<file path="config.mk">
export PLATFORM = sky130hd
export DESIGN_NAME = countdown_timer_bank_flat
export DESIGN_NICKNAME = d
export VERILOG_FILES = /design/src/rtl/ctb_pkg.sv /design/src/rtl/ctb_channels.sv /design/src/rtl/countdown_timer_bank.sv /design/src/flat_wrapper.sv
export SDC_FILE = /design/constraint.sdc
export NUM_CORES = 2
export LEC_CHECK = 0
export BUFFER_PORTS_ARGS = -buffer_cell sky130_fd_sc_hd__buf_2
export CORE_ASPECT_RATIO = 1.1
export CORE_MARGIN = 2
export CORE_UTILIZATION = 45
export CTS_CLUSTER_DIAMETER = 50
export DETAILED_ROUTE_END_ITERATION = 6
export PLACE_DENSITY = 0.73
export SLEW_MARGIN = 10
export SYNTH_ARGS = -nofsm -noshare
export SYNTH_HDL_FRONTEND = slang
export SYNTH_SLANG_ARGS = --single-unit
</file>
<file path="constraint.sdc">
create_clock -name clock -period 4.5 [get_ports clock]
set_clock_uncertainty 0.1 [all_clocks]
set_input_delay 0.45 -clock clock [delete_from_list [all_inputs] [get_ports clock]]
set_output_delay 0.45 -clock clock [all_outputs]
set_load 0.01 [all_outputs]
</file>
<file path="src/rtl/ctb_pkg.sv">
// ctb_pkg: shared constants for the countdown timer bank.
// Function codes, run-state codes and field widths; no dependencies.
`default_nettype none

package ctb_pkg;

   localparam int unsigned NUM_TIMERS_DEF = 8;

   localparam int unsigned FUNC_W  = 3;
   localparam int unsigned INDEX_W = 3;
   localparam int unsigned COUNT_W = 32;
   localparam int unsigned MODE_W  = 2;

   // item function codes
   localparam logic [FUNC_W-1:0] FUNC_TICK       = 3'd0;
   localparam logic [FUNC_W-1:0] FUNC_START_ONCE = 3'd1;
   localparam logic [FUNC_W-1:0] FUNC_RESTART    = 3'd2;
   localparam logic [FUNC_W-1:0] FUNC_STOP       = 3'd3;
   localparam logic [FUNC_W-1:0] FUNC_PAUSE      = 3'd4;
   localparam logic [FUNC_W-1:0] FUNC_RESUME     = 3'd5;
   localparam logic [FUNC_W-1:0] FUNC_READ_COUNT = 3'd6;
   localparam logic [FUNC_W-1:0] FUNC_TAKE_READY = 3'd7;

   // timer run states
   localparam logic [MODE_W-1:0] MODE_STOPPED = 2'd0;
   localparam logic [MODE_W-1:0] MODE_RUNNING = 2'd1;
   localparam logic [MODE_W-1:0] MODE_PAUSED  = 2'd2;

   typedef logic [COUNT_W-1:0] count_type;
   typedef logic [MODE_W-1:0]  mode_type;

endpackage : ctb_pkg

`default_nettype wire

</file>
<file path="src/rtl/ctb_channels.sv">
// ctb_channels: valid/ready channel interfaces for the timer bank.
// Depends on ctb_pkg for field widths.
`default_nettype none

interface ctb_req_if;
   import ctb_pkg::*;

   logic                valid;
   logic                ready;
   logic [FUNC_W-1:0]   func;
   logic [INDEX_W-1:0]  timer_index;
   logic [COUNT_W-1:0]  initial_count;

   modport source (output valid, func, timer_index, initial_count, input ready);
   modport sink   (input valid, func, timer_index, initial_count, output ready);
endinterface : ctb_req_if

interface ctb_rsp_if;
   import ctb_pkg::*;

   logic                valid;
   logic                ready;
   logic [COUNT_W-1:0]  count;
   logic                ready_res;
   logic [MODE_W-1:0]   run_state;

   modport source (output valid, count, ready_res, run_state, input ready);
   modport sink   (input valid, count, ready_res, run_state, output ready);
endinterface : ctb_rsp_if

`default_nettype wire

</file>
<file path="src/rtl/countdown_timer_bank.sv">
// countdown_timer_bank: bank of NUM_TIMERS 32-bit countdown timers.
// Depends on ctb_pkg and the ctb_req_if / ctb_rsp_if channel interfaces.
// An accepted item's result sits in the output register in the cycle after.
// Throughput: one item per cycle unless results stall; timer state updates
// at the accept edge and the output register frees whenever results are taken.
// Reset (synchronous, active high): all counts zero, all timers stopped,
// ready flags clear, output register empty.
`default_nettype none

module countdown_timer_bank #(
   parameter int unsigned NUM_TIMERS = ctb_pkg::NUM_TIMERS_DEF
) (
   input  wire logic clock,
   input  wire logic reset,
   ctb_req_if.sink   req_chan,
   ctb_rsp_if.source rsp_chan
);
   import ctb_pkg::*;

   // ---------------------------------------------------------------------
   // Timer state: one count, run state and ready flag per timer
   // ---------------------------------------------------------------------
   count_type counts_ff [NUM_TIMERS];
   count_type counts_in [NUM_TIMERS];
   mode_type  modes_ff  [NUM_TIMERS];
   mode_type  modes_in  [NUM_TIMERS];
   logic      ready_ff  [NUM_TIMERS];
   logic      ready_in  [NUM_TIMERS];

   // result register
   logic      rsp_valid_ff, rsp_valid_in;
   count_type rsp_count_ff, rsp_count_in;
   logic      rsp_rdy_ff,   rsp_rdy_in;
   mode_type  rsp_mode_ff,  rsp_mode_in;

   logic      req_accept;
   logic      idx_ok;     // index addresses an existing timer

   // Input side may take an item whenever the output register is empty
   // or is being drained in this same cycle.
   assign req_chan.ready = !rsp_valid_ff || rsp_chan.ready;
   assign req_accept     = req_chan.valid && req_chan.ready;
   assign idx_ok         = 32'(req_chan.timer_index) < NUM_TIMERS;

   // ---------------------------------------------------------------------
   // Next state. A tick decrements every running timer in parallel; any
   // other function touches only the addressed timer.
   // ---------------------------------------------------------------------
   always_comb begin
      logic      hit;
      count_type dec;
      for (int t = 0; t < int'(NUM_TIMERS); t++) begin
         counts_in[t] = counts_ff[t];
         modes_in[t]  = modes_ff[t];
         ready_in[t]  = ready_ff[t];
         hit = req_accept && idx_ok && (32'(req_chan.timer_index) == 32'(t));
         dec = counts_ff[t] - 32'd1;
         if (req_accept && (req_chan.func == FUNC_TICK)) begin
            if (modes_ff[t] == MODE_RUNNING) begin
               // a running zero count wraps and keeps going
               counts_in[t] = dec;
               if (dec == '0) begin
                  ready_in[t] = 1'b1;
                  modes_in[t] = MODE_STOPPED;
               end
            end
         end else if (hit) begin
            unique case (req_chan.func)
               FUNC_START_ONCE: begin
                  if (modes_ff[t] != MODE_RUNNING) begin
                     counts_in[t] = req_chan.initial_count;
                     modes_in[t]  = MODE_RUNNING;
                  end
               end
               FUNC_RESTART: begin
                  counts_in[t] = req_chan.initial_count;
                  modes_in[t]  = MODE_RUNNING;
               end
               FUNC_STOP: begin
                  modes_in[t] = MODE_STOPPED;
                  ready_in[t] = 1'b0;
               end
               FUNC_PAUSE:      modes_in[t] = MODE_PAUSED;
               FUNC_RESUME:     modes_in[t] = MODE_RUNNING;
               FUNC_TAKE_READY: ready_in[t] = 1'b0;
               default: ;
            endcase
         end
      end
   end

   // ---------------------------------------------------------------------
   // Result: the addressed timer after the step. take_ready reports the
   // flag as it stood before clearing. A bad index reports all zero.
   // ---------------------------------------------------------------------
   always_comb begin
      rsp_count_in = '0;
      rsp_rdy_in   = 1'b0;
      rsp_mode_in  = MODE_STOPPED;
      for (int t = 0; t < int'(NUM_TIMERS); t++) begin
         if (idx_ok && (32'(req_chan.timer_index) == 32'(t))) begin
            rsp_count_in = counts_in[t];
            rsp_rdy_in   = (req_chan.func == FUNC_TAKE_READY) ? ready_ff[t] : ready_in[t];
            rsp_mode_in  = modes_in[t];
         end
      end
   end

   always_comb begin
      rsp_valid_in = rsp_valid_ff;
      if (req_accept) begin
         rsp_valid_in = 1'b1;
      end else if (rsp_chan.ready) begin
         rsp_valid_in = 1'b0;
      end
   end

   always_ff @(posedge clock) begin
      if (reset) begin
         for (int t = 0; t < int'(NUM_TIMERS); t++) begin
            counts_ff[t] <= '0;
            modes_ff[t]  <= MODE_STOPPED;
            ready_ff[t]  <= 1'b0;
         end
         rsp_valid_ff <= 1'b0;
      end else begin
         for (int t = 0; t < int'(NUM_TIMERS); t++) begin
            counts_ff[t] <= counts_in[t];
            modes_ff[t]  <= modes_in[t];
            ready_ff[t]  <= ready_in[t];
         end
         rsp_valid_ff <= rsp_valid_in;
      end
   end

   // payload needs no reset; loads only on accept
   always_ff @(posedge clock) begin
      if (req_accept) begin
         rsp_count_ff <= rsp_count_in;
         rsp_rdy_ff   <= rsp_rdy_in;
         rsp_mode_ff  <= rsp_mode_in;
      end
   end

   assign rsp_chan.valid     = rsp_valid_ff;
   assign rsp_chan.count     = rsp_count_ff;
   assign rsp_chan.ready_res = rsp_rdy_ff;
   assign rsp_chan.run_state = rsp_mode_ff;

   // ---------------------------------------------------------------------
   // Assertions
   // ---------------------------------------------------------------------
   a_reset_empty: assert property (@(posedge clock)
      reset |=> !rsp_valid_ff)
      else $error("result register not empty after reset");

   a_accept_fills: assert property (@(posedge clock) disable iff (reset)
      req_accept |=> rsp_valid_ff)
      else $error("accepted item left no result");

   a_stop_result: assert property (@(posedge clock) disable iff (reset)
      (req_accept && idx_ok && (req_chan.func == FUNC_STOP))
      |=> (rsp_mode_ff == MODE_STOPPED) && !rsp_rdy_ff)
      else $error("stop did not report a stopped, not-ready timer");

   a_restart_load: assert property (@(posedge clock) disable iff (reset)
      (req_accept && idx_ok && (req_chan.func == FUNC_RESTART))
      |=> (rsp_count_ff == $past(req_chan.initial_count)) && (rsp_mode_ff == MODE_RUNNING))
      else $error("restart did not load the count");

endmodule : countdown_timer_bank

`default_nettype wire

</file>
<file path="src/flat_wrapper.sv">
// flat-port wrapper written by rule: the top's interface ports become plain ports
module countdown_timer_bank_flat import ctb_pkg::*;
#(
   parameter int unsigned NUM_TIMERS = ctb_pkg::NUM_TIMERS_DEF
)
  (clock, reset, req_chan_valid, req_chan_func, req_chan_timer_index, req_chan_initial_count, req_chan_ready, rsp_chan_valid, rsp_chan_count, rsp_chan_ready_res, rsp_chan_run_state, rsp_chan_ready);
  ctb_req_if req_chan_i ();
  ctb_rsp_if rsp_chan_i ();
  input  wire logic clock;
  input  wire logic reset;
  input wire logic [$bits(req_chan_i.valid)-1:0] req_chan_valid;
  input wire logic [$bits(req_chan_i.func)-1:0] req_chan_func;
  input wire logic [$bits(req_chan_i.timer_index)-1:0] req_chan_timer_index;
  input wire logic [$bits(req_chan_i.initial_count)-1:0] req_chan_initial_count;
  output wire logic [$bits(req_chan_i.ready)-1:0] req_chan_ready;
  output wire logic [$bits(rsp_chan_i.valid)-1:0] rsp_chan_valid;
  output wire logic [$bits(rsp_chan_i.count)-1:0] rsp_chan_count;
  output wire logic [$bits(rsp_chan_i.ready_res)-1:0] rsp_chan_ready_res;
  output wire logic [$bits(rsp_chan_i.run_state)-1:0] rsp_chan_run_state;
  input wire logic [$bits(rsp_chan_i.ready)-1:0] rsp_chan_ready;
  assign req_chan_i.valid = req_chan_valid;
  assign req_chan_i.func = req_chan_func;
  assign req_chan_i.timer_index = req_chan_timer_index;
  assign req_chan_i.initial_count = req_chan_initial_count;
  assign req_chan_ready = req_chan_i.ready;
  assign rsp_chan_valid = rsp_chan_i.valid;
  assign rsp_chan_count = rsp_chan_i.count;
  assign rsp_chan_ready_res = rsp_chan_i.ready_res;
  assign rsp_chan_run_state = rsp_chan_i.run_state;
  assign rsp_chan_i.ready = rsp_chan_ready;
  countdown_timer_bank #(.NUM_TIMERS(NUM_TIMERS)) u_core (.clock(clock), .reset(reset), .req_chan(req_chan_i), .rsp_chan(rsp_chan_i));
endmodule
</file>
==> results.tsv <==
metric	value	unit
first_pass_iters	7	
async_reset_ff_frac	0	
cts_resized	0	
vdd_drop_max	323	µV
cp_slowest_stage_delay	0.85	ns
yosysTopAreaCellShare	0.230	
maxCapViolCount	0	
synth.area.top_cells	dfxtp_1 (23%), nor2_1 (8.2%), o21ai_0 (5.0%)	
path_depth	9	
ys_top_cells_by_count	nor2_1 (532), nand2_1 (294), dfxtp_1 (281)	
crit_buf_inv	0	
final_util	0.522	
clockBufferDepth	3	
worstPathCellList	nor4_1 -> nand3_1 -> or2_1 -> or4_1 -> xnor2_1 -> a222oi_1 -> a21boi_1 -> a21oi_1 -> nand3_1	
yosysSeqAreaShare	0.273	
post-route-period-util	0.955	
postCtsSetupRepairBufs	0	
clock_latency	0.62	ns
routed_wl	132000	µm
track_usage	0.457	
grt_max_degree	129	
netlist_instances	3415	
synthToLayoutAreaGrowth	14.5	%
max_freq	233	MHz
cts-buffers-inserted	51	
worstSetupStartpoint	u_core.counts_ff[0][229]	
num_rows	89	
holdBufCountCts	0	
chipHeight	249	µm
hold_viol	0	
syn_avg_cell_area	7.17	µm²
yosysUniqueCellTypes	94	
crit_type	flip-flop to flip-flop	
start_kind	flip-flop	
dp_hpwl	96000	µm
p_leak	0.0105	µW
viasPerCell	7.26	
r2r_end	u_core.rsp_chan.count[25]	
worst_pin_slew	1.15	ns
synth_most_common_cell	nor2_1	
setup_viol_count_final	0	
yosys.area.top_type	dfxtp_1	
core_region_area	53700	µm²
power.density	314	nW/µm²
hold_start	req_chan_func[0]	
avgRoutedWirePerCell	31.4	µm
gp_congestion	1.16	
rsz0062_at_grt	no	
end_kind	flip-flop	
setup_tns	0	ns
status	complete, but fails checks	
design_area	28000	µm²
clkSlewWorstSetupHoldPaths	0.06	ns
antenna_found_initial	11	
ios	79	
cts_tree	built	
crit_family	simple AND/OR/NAND/NOR gates	
dpl-instance-area	26200	µm²
cts_root_buf	clkbuf_16	
synth-edff-count	35	
r2r_slack	0.20	ns
dieArea	56300	µm²
syn_area	24500	µm²
syn_nets	3473	
synth-seq-cells	316	
port_buffers	78	
crit_required	4.74	ns
grt_pass1_wl	191000	µm
hp-class	input port to flip-flop	
drc	2	
start_util	0.456	
fill_cells	5293	
via_count	30600	
die_x	226	µm
path_common_cell	nand3_1	
fin_nets	3501	
clock_sinks	316	
slew_viol_final	0	
crit_end	u_core.rsp_chan.count[25]	
maxSlewHeadroom	0.222	
grt.overflow.total	0	
period_minus_slack	4.30	ns
worstPathArrival	4.54	ns
ys.flop_type	dfxtp_1	
worstPathMaxFanout	8	
detail-route-antenna-nets	0	
critPathSlowestCell	nor4_1	
drive_above_1_share	0.131	
worst-r2r-cell-count	9	
r2r-start	u_core.counts_ff[0][229]	
ys_warn_count	0	
h-tree-depth	2	
drt_iter0_markers	6102	
grt_pass1_vias	27300	
violations	design-rule violations	
how the worst min path moves through the flow:
stage	to	slack, ns	depth (start not counted)
floorplan	u_core.ready_ff[0][4]	0.35	2
global placement	u_core.ready_ff[0][3]	0.36	2
detailed placement	u_core.ready_ff[0][4]	0.37	2
CTS	u_core.ready_ff[0][0]	0.14	4
global route	u_core.ready_ff[0][0]	0.20	4
finish	u_core.ready_ff[0][0]	0.16	4
layout by cell type (no fill, tap or decap), drive strengths merged, types with 31 or more instances in the layout:
cell,n
nand3,82
a22oi,106
nand2b,38
xnor2,37
inv,48
a221oi,53
or3,52
a22o,71
buf,271
o22ai,31
edfxtp,35
nor4,114
clkbuf,59
a21oi,240
dfxtp,281
nor3,146
nand4,43
a31oi,53
o21ai,251
nor2b,52
nor2,532
a211oi,42
or4,44
nand2,294
per-layer routing:
| metal | track usage | share of wire | up-vias | routed length (µm) |
|---|---|---|---|---|
| met3 | 0.137 | 0.14 | 655 | 19000 |
| met2 | 0.638 | 0.40 | 2765 | 52900 |
| met4 | 0.378 | 0.10 | 12 | 13700 |
| met5 | 0 | 0.00073 | - | 97 |
| met1 | 0.574 | 0.35 | 14200 | 46800 |
| li1 | - | - | 13000 | - |
power by group:
group / leakage (µW) / internal (µW) / switching (µW)
Combinational: 0.00701 / 437 / 1040
Sequential: 0.00262 / 2900 / 63.3
Clock: 0.000906 / 2700 / 1670
registers in the layout (all words and copies together), names as in the netlist:
signal and flops:
u_core.counts_ff 256, u_core.rsp_chan.count 32, u_core.modes_ff 16, u_core.ready_ff 8, u_core.rsp_chan.run_state 2, u_core.rsp_chan.ready_res 1, u_core.rsp_chan.valid 1
kinds of logic after synthesis:
kind of cell,Yosys count,share of synthesized area
XOR/XNOR,62,0.0222
AND/OR/NAND/NOR,1535,0.312
buffers and inverters,337,0.0540
adder cells (fa/ha/maj),16,0.00818
multiplexers,47,0.0282
AO/OA/AOI/OAI,1102,0.303
flip-flops,316,0.273
tightest hold or removal path: stages:
cell and delay, ns:
buf_2 0.17, nand3_1 0.09, a21oi_1 0.06, nor2_1 0.07
per-stage QoR:
step / instances / hold slack (ns) / power (µW) / worst slack [ns]
2_1_floorplan: 3415 / 0.350 / 3830 / 0.948
3_3_place_gp: 4118 / 0.362 / 4410 / 0.348
3_5_place_dp: 4118 / 0.371 / 4400 / 0.344
4_1_cts: 4212 / 0.142 / 8700 / 0.392
5_1_grt: 4213 / 0.202 / 8950 / 0.0729
6_report: 4220 / 0.162 / 8810 / 0.201
area by class of cell:
type | count | area [µm²] | area share
inverters | 41 | 154 | 0.00549
clock inverters | 35 | 445 | 0.0159
clock buffers | 59 | 1390 | 0.0496
diodes | 8 | 20.0 | 0.000714
well taps | 728 | 911 | 0.0325
repair buffers | 271 | 1870 | 0.0669
flip-flops and latches | 316 | 6680 | 0.238
multi-input cells | 2762 | 16600 | 0.591
(Power assumes the default switching activity.)
